### src/hdl/yhgf_pkg.sv
//------------------------------------------------------------------------------
// Yaw heading glitch filter package
// Shared types and constants: commands, register indexes, counter slots,
// and the configuration, item, state and counter control records.
//------------------------------------------------------------------------------
`default_nettype none

package yhgf_pkg;

	typedef enum logic [1:0] {
		CMD_UPDATE  = 2'd0,
		CMD_SET_REF = 2'd1,
		CMD_CLEAR   = 2'd2,
		CMD_NOP     = 2'd3
	} cmd_t;

	localparam int unsigned CFG_IDX_W = 3;
	localparam int unsigned CFG_DATA_W = 16;

	localparam logic [CFG_IDX_W-1:0] CFG_STEP_MARGIN    = 3'd0;
	localparam logic [CFG_IDX_W-1:0] CFG_STALE_LIMIT    = 3'd1;
	localparam logic [CFG_IDX_W-1:0] CFG_RATE_PER_MS    = 3'd2;
	localparam logic [CFG_IDX_W-1:0] CFG_MAX_STEP       = 3'd3;
	localparam logic [CFG_IDX_W-1:0] CFG_REC_STEP_LIMIT = 3'd4;
	localparam logic [CFG_IDX_W-1:0] CFG_REC_FRAMES     = 3'd5;
	localparam logic [CFG_IDX_W-1:0] CFG_ENC_TOLERANCE  = 3'd6;
	localparam logic [CFG_IDX_W-1:0] CFG_YAW_NEGATE     = 3'd7;

	localparam logic [1:0] EV_REJECT = 2'd0;
	localparam logic [1:0] EV_STALE  = 2'd1;
	localparam logic [1:0] EV_ACCEPT = 2'd2;
	localparam logic [1:0] EV_RESET  = 2'd3;
	localparam int unsigned EV_NUM   = 4;

	typedef struct packed {
		logic [15:0] step_margin;
		logic [15:0] stale_limit_ms;
		logic [15:0] rate_per_ms;
		logic [15:0] max_step;
		logic [15:0] recovery_step_limit;
		logic [7:0]  recovery_frames_needed;
		logic [15:0] encoder_tolerance;
		logic        yaw_negate;
	} cfg_t;

	typedef struct packed {
		cmd_t        cmd;
		logic [15:0] yaw_raw;
		logic [31:0] frame_count;
		logic [31:0] sample_tick;
		logic [31:0] now_tick;
		logic [15:0] heading_in;
	} item_t;

	typedef struct packed {
		logic        valid_flag;
		logic [15:0] reference_yaw;
		logic [15:0] last_yaw;
		logic [15:0] recovery_last_yaw;
		logic [31:0] observed_frame;
		logic [31:0] last_accept_tick;
		logic        recovery_flag;
		logic [7:0]  recovery_count;
		logic [15:0] reference_heading;
		logic [15:0] current_heading;
	} state_t;

	typedef struct packed {
		logic clear_all;
		logic bump_reject;
		logic bump_stale;
		logic bump_accept;
		logic bump_reset;
	} ctr_ctl_t;

endpackage

`default_nettype wire

### src/hdl/yaw_heading_glitch_filter.sv
//------------------------------------------------------------------------------
// Yaw heading glitch filter
// Turns yaw samples into a heading, rejecting implausible yaw steps and
// recovering only after consistent frames that agree with the encoder.
//------------------------------------------------------------------------------
// The block takes one item per clock cycle while the result channel is not
// stalled. An accepted item is held in an input register; the step logic,
// whose longest path is the 16 by 16 bit product of elapsed time and
// rate_per_ms feeding the step limit compare, then updates the filter state
// and loads the result registers once the result channel is free. The status
// and counter outputs show the filter state after the item of the current
// result. Configuration writes are taken at any time and must only be issued
// while no item is in flight.
`default_nettype none

module yaw_heading_glitch_filter #(
	parameter int unsigned COUNT_BITS = 32
) (
	input  logic                          clk,
	input  logic                          arst_n,

	input  logic                          cfg_valid,
	output logic                          cfg_ready,
	input  logic [yhgf_pkg::CFG_IDX_W-1:0]  cfg_index,
	input  logic [yhgf_pkg::CFG_DATA_W-1:0] cfg_data,

	input  logic                          in_valid,
	output logic                          in_ready,
	input  logic [1:0]                    cmd,
	input  logic signed [15:0]            yaw_raw,
	input  logic [31:0]                   frame_count,
	input  logic [31:0]                   sample_tick,
	input  logic [31:0]                   now_tick,
	input  logic signed [15:0]            heading_in,

	output logic                          out_valid,
	input  logic                          out_ready,
	output logic                          ok,
	output logic signed [15:0]            heading,
	output logic                          nav_valid,
	output logic                          fresh,
	output logic                          in_recovery,
	output logic [COUNT_BITS-1:0]         rejected_total,
	output logic [COUNT_BITS-1:0]         stale_recovery_total,
	output logic [COUNT_BITS-1:0]         recovery_accept_total,
	output logic [COUNT_BITS-1:0]         recovery_reset_total
);
	import yhgf_pkg::*;

	cfg_t            cfg_q;
	item_t           item_s1;
	logic            valid_s1;
	state_t          st_q;
	state_t          st_nxt;
	ctr_ctl_t        ctr;
	logic            ok_nxt;
	logic            fresh_nxt;
	logic            ok_q;
	logic            fresh_q;
	logic            out_valid_q;
	logic            advance;
	logic [COUNT_BITS-1:0] ctr_q [EV_NUM];

	assign cfg_ready = 1'b1;
	assign advance = valid_s1 && (!out_valid_q || out_ready);
	assign in_ready = !valid_s1 || advance;

	always_ff @(posedge clk or negedge arst_n) begin
		if (!arst_n) begin
			cfg_q.step_margin <= 16'd182;
			cfg_q.stale_limit_ms <= 16'd100;
			cfg_q.rate_per_ms <= 16'd10;
			cfg_q.max_step <= 16'd5461;
			cfg_q.recovery_step_limit <= 16'd364;
			cfg_q.recovery_frames_needed <= 8'd5;
			cfg_q.encoder_tolerance <= 16'd2731;
			cfg_q.yaw_negate <= 1'b0;
		end else if (cfg_valid) begin
			unique case (cfg_index)
				CFG_STEP_MARGIN:    cfg_q.step_margin <= cfg_data;
				CFG_STALE_LIMIT:    cfg_q.stale_limit_ms <= cfg_data;
				CFG_RATE_PER_MS:    cfg_q.rate_per_ms <= cfg_data;
				CFG_MAX_STEP:       cfg_q.max_step <= cfg_data;
				CFG_REC_STEP_LIMIT: cfg_q.recovery_step_limit <= cfg_data;
				CFG_REC_FRAMES:     cfg_q.recovery_frames_needed <= cfg_data[7:0];
				CFG_ENC_TOLERANCE:  cfg_q.encoder_tolerance <= cfg_data;
				CFG_YAW_NEGATE:     cfg_q.yaw_negate <= cfg_data[0];
				default: begin
				end
			endcase
		end
	end

	always_ff @(posedge clk or negedge arst_n) begin
		if (!arst_n) begin
			valid_s1 <= 1'b0;
		end else if (in_ready) begin
			valid_s1 <= in_valid;
		end
	end

	always_ff @(posedge clk) begin
		if (in_valid && in_ready) begin
			item_s1.cmd <= cmd_t'(cmd);
			item_s1.yaw_raw <= yaw_raw;
			item_s1.frame_count <= frame_count;
			item_s1.sample_tick <= sample_tick;
			item_s1.now_tick <= now_tick;
			item_s1.heading_in <= heading_in;
		end
	end

	yhgf_step u_step (
		.cfg    (cfg_q),
		.st     (st_q),
		.item   (item_s1),
		.st_nxt (st_nxt),
		.ctr    (ctr),
		.ok     (ok_nxt),
		.fresh  (fresh_nxt)
	);

	always_ff @(posedge clk or negedge arst_n) begin
		if (!arst_n) begin
			st_q <= '0;
			for (int i = 0; i < EV_NUM; i++) begin
				ctr_q[i] <= '0;
			end
		end else if (advance) begin
			st_q <= st_nxt;
			if (ctr.clear_all) begin
				for (int i = 0; i < EV_NUM; i++) begin
					ctr_q[i] <= '0;
				end
			end else begin
				if (ctr.bump_reject) begin
					ctr_q[EV_REJECT] <= ctr_q[EV_REJECT] + COUNT_BITS'(1);
				end
				if (ctr.bump_stale) begin
					ctr_q[EV_STALE] <= ctr_q[EV_STALE] + COUNT_BITS'(1);
				end
				if (ctr.bump_accept) begin
					ctr_q[EV_ACCEPT] <= ctr_q[EV_ACCEPT] + COUNT_BITS'(1);
				end
				if (ctr.bump_reset) begin
					ctr_q[EV_RESET] <= ctr_q[EV_RESET] + COUNT_BITS'(1);
				end
			end
		end
	end

	always_ff @(posedge clk or negedge arst_n) begin
		if (!arst_n) begin
			out_valid_q <= 1'b0;
		end else if (advance) begin
			out_valid_q <= 1'b1;
		end else if (out_ready) begin
			out_valid_q <= 1'b0;
		end
	end

	always_ff @(posedge clk) begin
		if (advance) begin
			ok_q <= ok_nxt;
			fresh_q <= fresh_nxt;
		end
	end

	assign out_valid = out_valid_q;
	assign ok = ok_q;
	assign fresh = fresh_q;
	assign heading = st_q.current_heading;
	assign nav_valid = st_q.valid_flag;
	assign in_recovery = st_q.recovery_flag;
	assign rejected_total = ctr_q[EV_REJECT];
	assign stale_recovery_total = ctr_q[EV_STALE];
	assign recovery_accept_total = ctr_q[EV_ACCEPT];
	assign recovery_reset_total = ctr_q[EV_RESET];

endmodule

`default_nettype wire

### src/hdl/yhgf_step.sv
//------------------------------------------------------------------------------
// Yaw heading glitch filter step logic
// Computes the next filter state, counter events, ok and fresh for one item.
//------------------------------------------------------------------------------
`default_nettype none

module yhgf_step (
	input  yhgf_pkg::cfg_t     cfg,
	input  yhgf_pkg::state_t   st,
	input  yhgf_pkg::item_t    item,
	output yhgf_pkg::state_t   st_nxt,
	output yhgf_pkg::ctr_ctl_t ctr,
	output logic               ok,
	output logic               fresh
);
	import yhgf_pkg::*;

	// Magnitude of a wrapped 16-bit angle difference; the most negative
	// angle maps to half a turn.
	function automatic logic [16:0] ang_mag(input logic [15:0] d);
		logic [16:0] m;
		if (d[15]) begin
			m = {1'b0, ~d} + 17'd1;
		end else begin
			m = {1'b0, d};
		end
		return m;
	endfunction

	logic        usable;
	logic [31:0] elapsed;
	logic        late_gap;
	logic [15:0] el_clamp;
	logic [31:0] prod;
	logic [32:0] lim;
	logic [15:0] allowed;
	logic [15:0] rel;
	logic [15:0] cand;
	logic [16:0] step_mag;
	logic [16:0] enc_mag;
	logic [16:0] rec_mag;
	logic [7:0]  cnt_inc;
	state_t      latch_st;
	state_t      acc_st;

	always_comb begin
		usable = (item.frame_count != 32'd0) &&
			((item.now_tick - item.sample_tick) <= {16'd0, cfg.stale_limit_ms});
		elapsed = item.sample_tick - st.last_accept_tick;
		late_gap = elapsed > {16'd0, cfg.stale_limit_ms};
		el_clamp = late_gap ? cfg.stale_limit_ms : elapsed[15:0];
		prod = {16'd0, el_clamp} * {16'd0, cfg.rate_per_ms};
		lim = {1'b0, prod} + {17'd0, cfg.step_margin};
		allowed = (lim > {17'd0, cfg.max_step}) ? cfg.max_step : lim[15:0];

		rel = item.yaw_raw - st.reference_yaw;
		if (cfg.yaw_negate) begin
			rel = 16'd0 - rel;
		end
		cand = st.reference_heading + rel;

		step_mag = ang_mag(item.yaw_raw - st.last_yaw);
		enc_mag = ang_mag(cand - item.heading_in);
		rec_mag = ang_mag(item.yaw_raw - st.recovery_last_yaw);
		cnt_inc = (st.recovery_count < cfg.recovery_frames_needed) ?
			st.recovery_count + 8'd1 : st.recovery_count;

		latch_st = '0;
		latch_st.valid_flag = 1'b1;
		latch_st.reference_yaw = item.yaw_raw;
		latch_st.last_yaw = item.yaw_raw;
		latch_st.recovery_last_yaw = item.yaw_raw;
		latch_st.observed_frame = item.frame_count;
		latch_st.last_accept_tick = item.sample_tick;
		latch_st.reference_heading = item.heading_in;
		latch_st.current_heading = item.heading_in;

		acc_st = st;
		acc_st.observed_frame = item.frame_count;
		acc_st.last_yaw = item.yaw_raw;
		acc_st.last_accept_tick = item.sample_tick;
		acc_st.current_heading = cand;
		acc_st.recovery_flag = 1'b0;
		acc_st.recovery_count = 8'd0;

		st_nxt = st;
		ctr = '0;
		ok = 1'b0;

		unique case (item.cmd)
			CMD_UPDATE: begin
				if (usable && (item.frame_count != st.observed_frame)) begin
					ok = 1'b1;
					if (!st.valid_flag) begin
						st_nxt = latch_st;
						ctr.clear_all = 1'b1;
					end else if (!late_gap && (step_mag <= {1'b0, allowed})) begin
						st_nxt = acc_st;
					end else begin
						ctr.bump_reject = 1'b1;
						st_nxt.observed_frame = item.frame_count;
						st_nxt.recovery_last_yaw = item.yaw_raw;
						if (!st.recovery_flag) begin
							st_nxt.recovery_flag = 1'b1;
							st_nxt.recovery_count = 8'd1;
							ctr.bump_stale = late_gap;
						end else if ((rec_mag > {1'b0, cfg.recovery_step_limit}) ||
							(enc_mag > {1'b0, cfg.encoder_tolerance})) begin
							st_nxt.recovery_count = 8'd1;
							ctr.bump_reset = 1'b1;
						end else if (cnt_inc < cfg.recovery_frames_needed) begin
							st_nxt.recovery_count = cnt_inc;
						end else begin
							ctr.bump_accept = 1'b1;
							st_nxt = acc_st;
							st_nxt.recovery_last_yaw = item.yaw_raw;
						end
					end
				end
			end
			CMD_SET_REF: begin
				if (usable) begin
					ok = 1'b1;
					st_nxt = latch_st;
					ctr.clear_all = 1'b1;
				end
			end
			CMD_CLEAR: begin
				st_nxt = '0;
				ctr.clear_all = 1'b1;
			end
			CMD_NOP: begin
				st_nxt = st;
			end
			default: begin
				st_nxt = st;
			end
		endcase

		fresh = st_nxt.valid_flag && !st_nxt.recovery_flag &&
			((item.now_tick - st_nxt.last_accept_tick) <= {16'd0, cfg.stale_limit_ms});
	end

endmodule

`default_nettype wire

### config.mk
export PLATFORM = sky130hd
export DESIGN_NAME = yaw_heading_glitch_filter
export DESIGN_NICKNAME = d
export VERILOG_FILES = /design/src/hdl/yhgf_pkg.sv /design/src/hdl/yaw_heading_glitch_filter.sv /design/src/hdl/yhgf_step.sv
export SDC_FILE = /design/constraint.sdc
export NUM_CORES = 2
export LEC_CHECK = 0
export BUFFER_PORTS_ARGS = -buffer_cell sky130_fd_sc_hd__buf_4
export CAP_MARGIN = 20
export CORE_MARGIN = 8
export CORE_UTILIZATION = 40
export CTS_CLUSTER_DIAMETER = 200
export DETAILED_ROUTE_END_ITERATION = 10
export MAX_ROUTING_LAYER = met4
export PLACE_DENSITY = 0.63
export SYNTH_ARGS = -nofsm -noshare
export SYNTH_HDL_FRONTEND = slang
export SYNTH_SLANG_ARGS = --single-unit
export TNS_END_PERCENT = 5
### constraint.sdc
create_clock -name clk -period 37.6 [get_ports clk]
set_input_delay 9.4 -clock clk [delete_from_list [all_inputs] [get_ports clk]]
set_output_delay 9.4 -clock clk [all_outputs]
set_load 0.02 [all_outputs]
## After elaboration in Yosys (flattened, before gate mapping)

Index checks and enable logic that the tools add are counted.

| storage, ports and cells | value |
|---|---|
| logic and storage cells | 162 |
| memory bits (writable) | 0 |
| memory bits (read-only) | 0 |
| latch bits | 0 |
| register bits after elaboration | 521 |
| input port bits | 154 |
| memories kept | 0 |
| output and inout port bits | 151 |

| cells by class | value |
|---|---|
| eq/ne operators | 18 |
| mux-type cells | 42 |
| shift-type cells | 0 |
| div/mod/pow operators | 0 |
| reduce and logical (&&, ||, !) cells | 38 |
| order comparisons | 9 |
| bitwise operators | 4 |
| multiply operators | 1 |
| $add $sub $neg | 18 |

Operator list:

| operator | count |
|---|---|
| 154-bit two-way mux | 4 |
| 154-bit one-hot mux with 4 select lines | 1 |
| 32-bit by 1-bit adder with 32-bit output, second input constant | 4 |
| 128-bit two-way mux | 1 |
| 32-bit two-way mux | 4 |
| 114-bit two-way mux | 1 |
| 113-bit two-way mux | 1 |
| 97-bit two-way mux | 1 |
| 16-bit two-way mux | 6 |
| 32-bit subtractor | 3 |
| 32-bit by 16-bit less-or-equal comparator with 1-bit output | 2 |
| 16-bit subtractor | 4 |
| 16-bit by 1-bit adder with 17-bit output, second input constant | 3 |
| 17-bit two-way mux | 3 |
| 16-bit NOT | 3 |
| 17-bit by 16-bit > comparator with 1-bit output | 2 |
| 32-bit by 16-bit adder with 33-bit output | 1 |
| 33-bit by 16-bit > comparator with 1-bit output | 1 |
| 32-bit by 16-bit > comparator with 1-bit output | 1 |
| 16-bit by 16-bit multiplier with 32-bit output | 1 |
| 32-bit != test | 1 |
| 32-bit nonzero test | 1 |
| 8-bit two-way mux | 3 |
| 2-bit AND reduction | 12 |
| other kinds (31) | 66 |

## Depth between registers and ports, before layout

| depth | value |
|---|---|
| word-level depth | 19 |
| mapped depth | 94 |
| gate-level depth less buffers | 88 |

## Modules after synthesis

Synthesis repeated with hierarchy kept, for this count alone.

| second synthesis, totals | value |
|---|---|
| cells, all modules | 5408 |
| area, all modules | 47262.8 um2 |

Modules (own cells, without submodules):

| module | cells an instance | sequential area each (um2) | times used | area an instance (um2) |
|---|---|---|---|---|
| yhgf_step | 3644 | 0.0 | 1 | 26769.4 |
| yaw_heading_glitch_filter | 1764 | 13736.9 | 1 | 20493.4 |

## Worst setup path after synthesis

No wires, ideal clock.

| timing | value |
|---|---|
| kind | register -> register |
| start point | register item_s1[48] (netlist bit) |
| end point | register fresh_q (netlist: fresh) (data pin) |
| library setup time | 0.207 ns |
| path buffers | 7 |
| clock period less this slack | 19.201 ns |
| arrival | 18.993 ns |
| path slack | 18.399 ns |
| cell stages (with the launch flop) | 84 |
| required time | 37.393 ns |
| path through | edfxtp_1 inv_1 ha_1 fa_1 nand2b_1 a21oi_1 o21ai_0 a21oi_1 nor2b_1 or3_1 xor2_1 ha_1 nand4_1 or4_1 o31a_1 a311oi_1 o221ai_1 a2111oi_0 [... 48 more ...] ha_1 o211ai_1 a21oi_1 o41ai_1 o22ai_1 o21a_1 nor2_1 xnor2_1 ha_1 nand4_1 nor2_1 nand3_1 or3_1 a2111oi_0 o2111ai_1 nor4_1 o311ai_0 a2111oi_0 |

| on the way | value |
|---|---|
| cells in the longest elaborated chain, start to end | 16 |
| elaborated cells on any way between the ends | 27 |
| classes of those cells | add/sub: 4; mul: 1; order compare: 5; mux: 10; reduce/logical: 7 |

RTL lines:

| element | line | source |
|---|---|---|
| start: declaration | yaw_heading_glitch_filter.sv:51 | `item_t item_s1;` |
| 32-bit subtractor | yhgf_step.sv:49 | `elapsed = item.sample_tick - st.last_accept_tick;` |
| 32-bit by 16-bit > comparator with 1-bit output | yhgf_step.sv:50 | `late_gap = elapsed > {16'd0, cfg.stale_limit_ms};` |
| 16-bit two-way mux | yhgf_step.sv:51 | `el_clamp = late_gap ? cfg.stale_limit_ms : elapsed[15:0];` |
| 16-bit by 16-bit multiplier with 32-bit output | yhgf_step.sv:52 | `prod = {16'd0, el_clamp} * {16'd0, cfg.rate_per_ms};` |
| 32-bit by 16-bit adder with 33-bit output | yhgf_step.sv:53 | `lim = {1'b0, prod} + {17'd0, cfg.step_margin};` |
| 33-bit by 16-bit > comparator with 1-bit output | yhgf_step.sv:54 | `allowed = (lim > {17'd0, cfg.max_step}) ? cfg.max_step : lim[15:0];` |
| 16-bit two-way mux | yhgf_step.sv:54 |  |
| 17-bit by 16-bit less-or-equal comparator with 1-bit output | yhgf_step.sv:97 | `end else if (!late_gap && (step_mag <= {1'b0, allowed})) begin` |
| 1-bit logical AND | yhgf_step.sv:97 |  |
| 154-bit two-way mux | yhgf_step.sv:97 |  |
| 154-bit two-way mux | yhgf_step.sv:94 | `if (!st.valid_flag) begin` |
| 154-bit two-way mux | yhgf_step.sv:92 | `if (usable && (item.frame_count != st.observed_frame)) begin` |
| 154-bit one-hot mux with 4 select lines * | yhgf_step.sv:90 | `unique case (item.cmd)` |
| 32-bit subtractor / 1-bit zero test (equally long branches) | yhgf_step.sv:141, yhgf_step.sv:140 |  |
| 32-bit by 16-bit less-or-equal comparator with 1-bit output / 1-bit logical AND (equally long branches) | yhgf_step.sv:141, yhgf_step.sv:140 |  |
| 1-bit logical AND * | yhgf_step.sv:140 | `fresh = st_nxt.valid_flag && !st_nxt.recovery_flag &&` |
| via fresh_nxt | yaw_heading_glitch_filter.sv:57 | `logic fresh_nxt;` |
| end signal: assignment | yaw_heading_glitch_filter.sv:165 | `fresh_q <= fresh_nxt;` |
| end: declaration | yaw_heading_glitch_filter.sv:59 | `logic fresh_q;` |

Mark *: on every way through the listed nets, which the timed path passes. The rest lies on a longest branch. The select of a mux whose other input is x is not followed.
A chain may end at the register's enable or synchronous reset.

==> results.ini <==
[sta]
period_minus_slack_ns=23.18
skew_ns=0.0472
final-setup-viol-count=0
rsz0062_at_grt=no
hold_violations=0
fmax_mhz=43.1
maxSlewHeadroom_pct=26.5
period_share_pct=61.6
tns_ns=0
max_slew.worst_pin.slew_ns=1.10
finalMaxSlewViolations=0

[min_path]
worstHoldStart=st_q[98]
holdPathEnd=st_q[98]
holdPathStages=2
hold_path.class=reg -> reg

[global_routing]
grt_start_max_net_pins=95
grt_pass1_wl_um=218000
antenna_found_initial=9
grtUsageTotal_pct=22.3
grt_overflow=0
grt_pass1_vias=38100

[routing]
ant_nets=0
via_count=37800
drt_pass1_iterations=5
drtIter0Drc=2521
drcViolationCount=0
viasPerCell=5.51
routed_wl_um=138000
wire_per_inst_um=20.1

[final_layout]
fin_nets=6079
drive_gt1_share_pct=11.5
areaGrowthSynthToFinish_pct=13.4
design_area_um2=51200
fill_cells=10900

[setup_path]
max_stage_delay_ns=0.78
arrival_ns=23.56
start_kind=flop
r2r_cells=80
crit_top_cell=fa_1
end_kind=flop
reg2reg_from=item_s1[49]
r2r_slack_ns=14.42
critPathMaxFanout=47
crit_type=reg -> reg
required_ns=37.99
cp_slowest_cell=nand3b_1
rr_endpoint=fresh

[placed_design]
port_buffers=303
gp_congestion=0.912
placed_area_um2=48900
dp_hpwl_um=104000

[floorplan]
die_y_um=352
core-area_um2=112000
pin_count=305
dieArea_um2=124000
rows=123
start_util_pct=40.2
die_w_um=352

[yosys]
synth_top_area_cell=dfrtp_1
avgSynthCellArea_um2=8.91
synth_top_area_share_pct=19.8
synthTopCellsByCount=inv_1 (602), nand2_1 (563), ha_1 (415)
synth-edff-count=132
ys_types=95
ys.warnings.count=0
yosysSeqAreaShare_pct=30.4
ys_ff_latch=521
synth.most_common_cell=inv_1
synth_nets=5855
netlist_area_um2=45100
synthCells=5067
synth.area.top_cells=dfrtp_1 (20%), ha_1 (12%), fa_1 (9.7%)
async_flop_share_pct=74.7
ys.flop_type=dfrtp_1

[clocking]
cts.clk_slew.worst_paths_ns=0.06
root_buffer=clkbuf_16
cts_tree=done
hold_buffers=0
cts_setup_buffers=0
cts.path.max_buffers=3
cts_buffers=67
post_cts_resized=0
cts.sinks=521
clock_latency_ns=0.66
htreeDepth=3

[flow_run]
cap_violations=0

[run_status]
outcome=finished, final reports clean

==> metal layers <==
layer	wire length, um	track usage (%)	up-vias
met3	8520	4.19	213
met1	60100	28.6	18500
met2	64700	35.8	1052
met4	4220	6.64	0
li1	-	-	18000
met5	0	-	-
==> worst max path at each step <==
stage                            from  endpoint  slack (ns)
after CTS                 item_s1[49]     fresh       14.17
final                     item_s1[49]     fresh       14.42
after global routing      item_s1[49]     fresh       12.75
after detailed placement  item_s1[49]     fresh       14.38
after floorplan           item_s1[48]     fresh       18.40
after global placement    item_s1[48]     fresh       15.02
==> worst max-delay path, delay by kind of cell (launching register included) <==
family                   cells  cell delay (ns)
AO/OA/AOI/OAI               30             8.06
XOR/XNOR                     3             0.49
adder cells (fa/ha/maj)     14             5.18
buffers and inverters        8             1.54
flip-flops                   1             0.47
multiplexers                 1             0.45
AND/OR/NAND/NOR             24             6.61
==> kinds of logic after synthesis <==
| logic type | count (synthesis) | share of synthesized area, % |
|---|---|---|
| muxes | 152 | 3.57 |
| buffers and inverters | 804 | 6.90 |
| and+or+nand+nor | 1725 | 19.2 |
| DFF | 521 | 30.4 |
| xor gates and xnor gates | 241 | 4.71 |
| adders and majority gates | 634 | 21.2 |
| other | 1 | 0.00831 |
| AOI/OAI and AO/OA | 989 | 14.0 |
==> state kept, by name, indices dropped and copies added (netlist names) <==
register and count:
cfg_q 105, fresh 1, heading 16, in_recovery 1, item_s1 130, nav_valid 1
ok 1, out_valid 1, recovery_accept_total 32, recovery_reset_total 32, rejected_total 32, st_q 136
stale_recovery_total 32, valid_s1 1
==> layout make-up <==
| type | count | area (um^2) | area share, % |
|---|---|---|---|
| multi-input cells | 3742 | 28400 | 55.5 |
| flip-flops and latches | 521 | 13700 | 26.8 |
| repair buffers | 357 | 2700 | 5.27 |
| inverters | 602 | 2260 | 4.42 |
| clock buffers | 95 | 1880 | 3.68 |
| well taps | 1500 | 1880 | 3.67 |
| clock inverters | 28 | 307 | 0.599 |
| diodes | 4 | 10.0 | 0.0196 |
==> layout by cell type, fill, tap and decap left out, drive strengths merged, types with 95 or more instances in the layout <==
master / count
buf: 357
o21ai: 278
ha: 415
a21oi: 257
clkbuf: 95
nor3: 130
nand2: 563
inv: 605
nand3: 138
nand4: 102
nor2: 234
fa: 219
xnor2: 147
and2: 144
edfxtp: 132
nand2b: 107
dfrtp: 358
==> metrics by stage <==
stage | utilization (%) | hold WS [ns] | setup slack (ns) | cells
4_1_cts | 45.6 | 0.489 | 14.17 | 6841
6_report | 45.6 | 0.483 | 14.42 | 6849
3_3_place_gp | 43.6 | 0.469 | 15.02 | 6717
2_1_floorplan | - | 0.454 | 18.40 | 5067
5_1_grt | 45.6 | 0.501 | 12.75 | 6849
3_5_place_dp | 43.6 | 0.474 | 14.38 | 6718
Power is not shown: default switching activity piles up to over one toggle a cycle in this logic, so the estimate is an artifact.
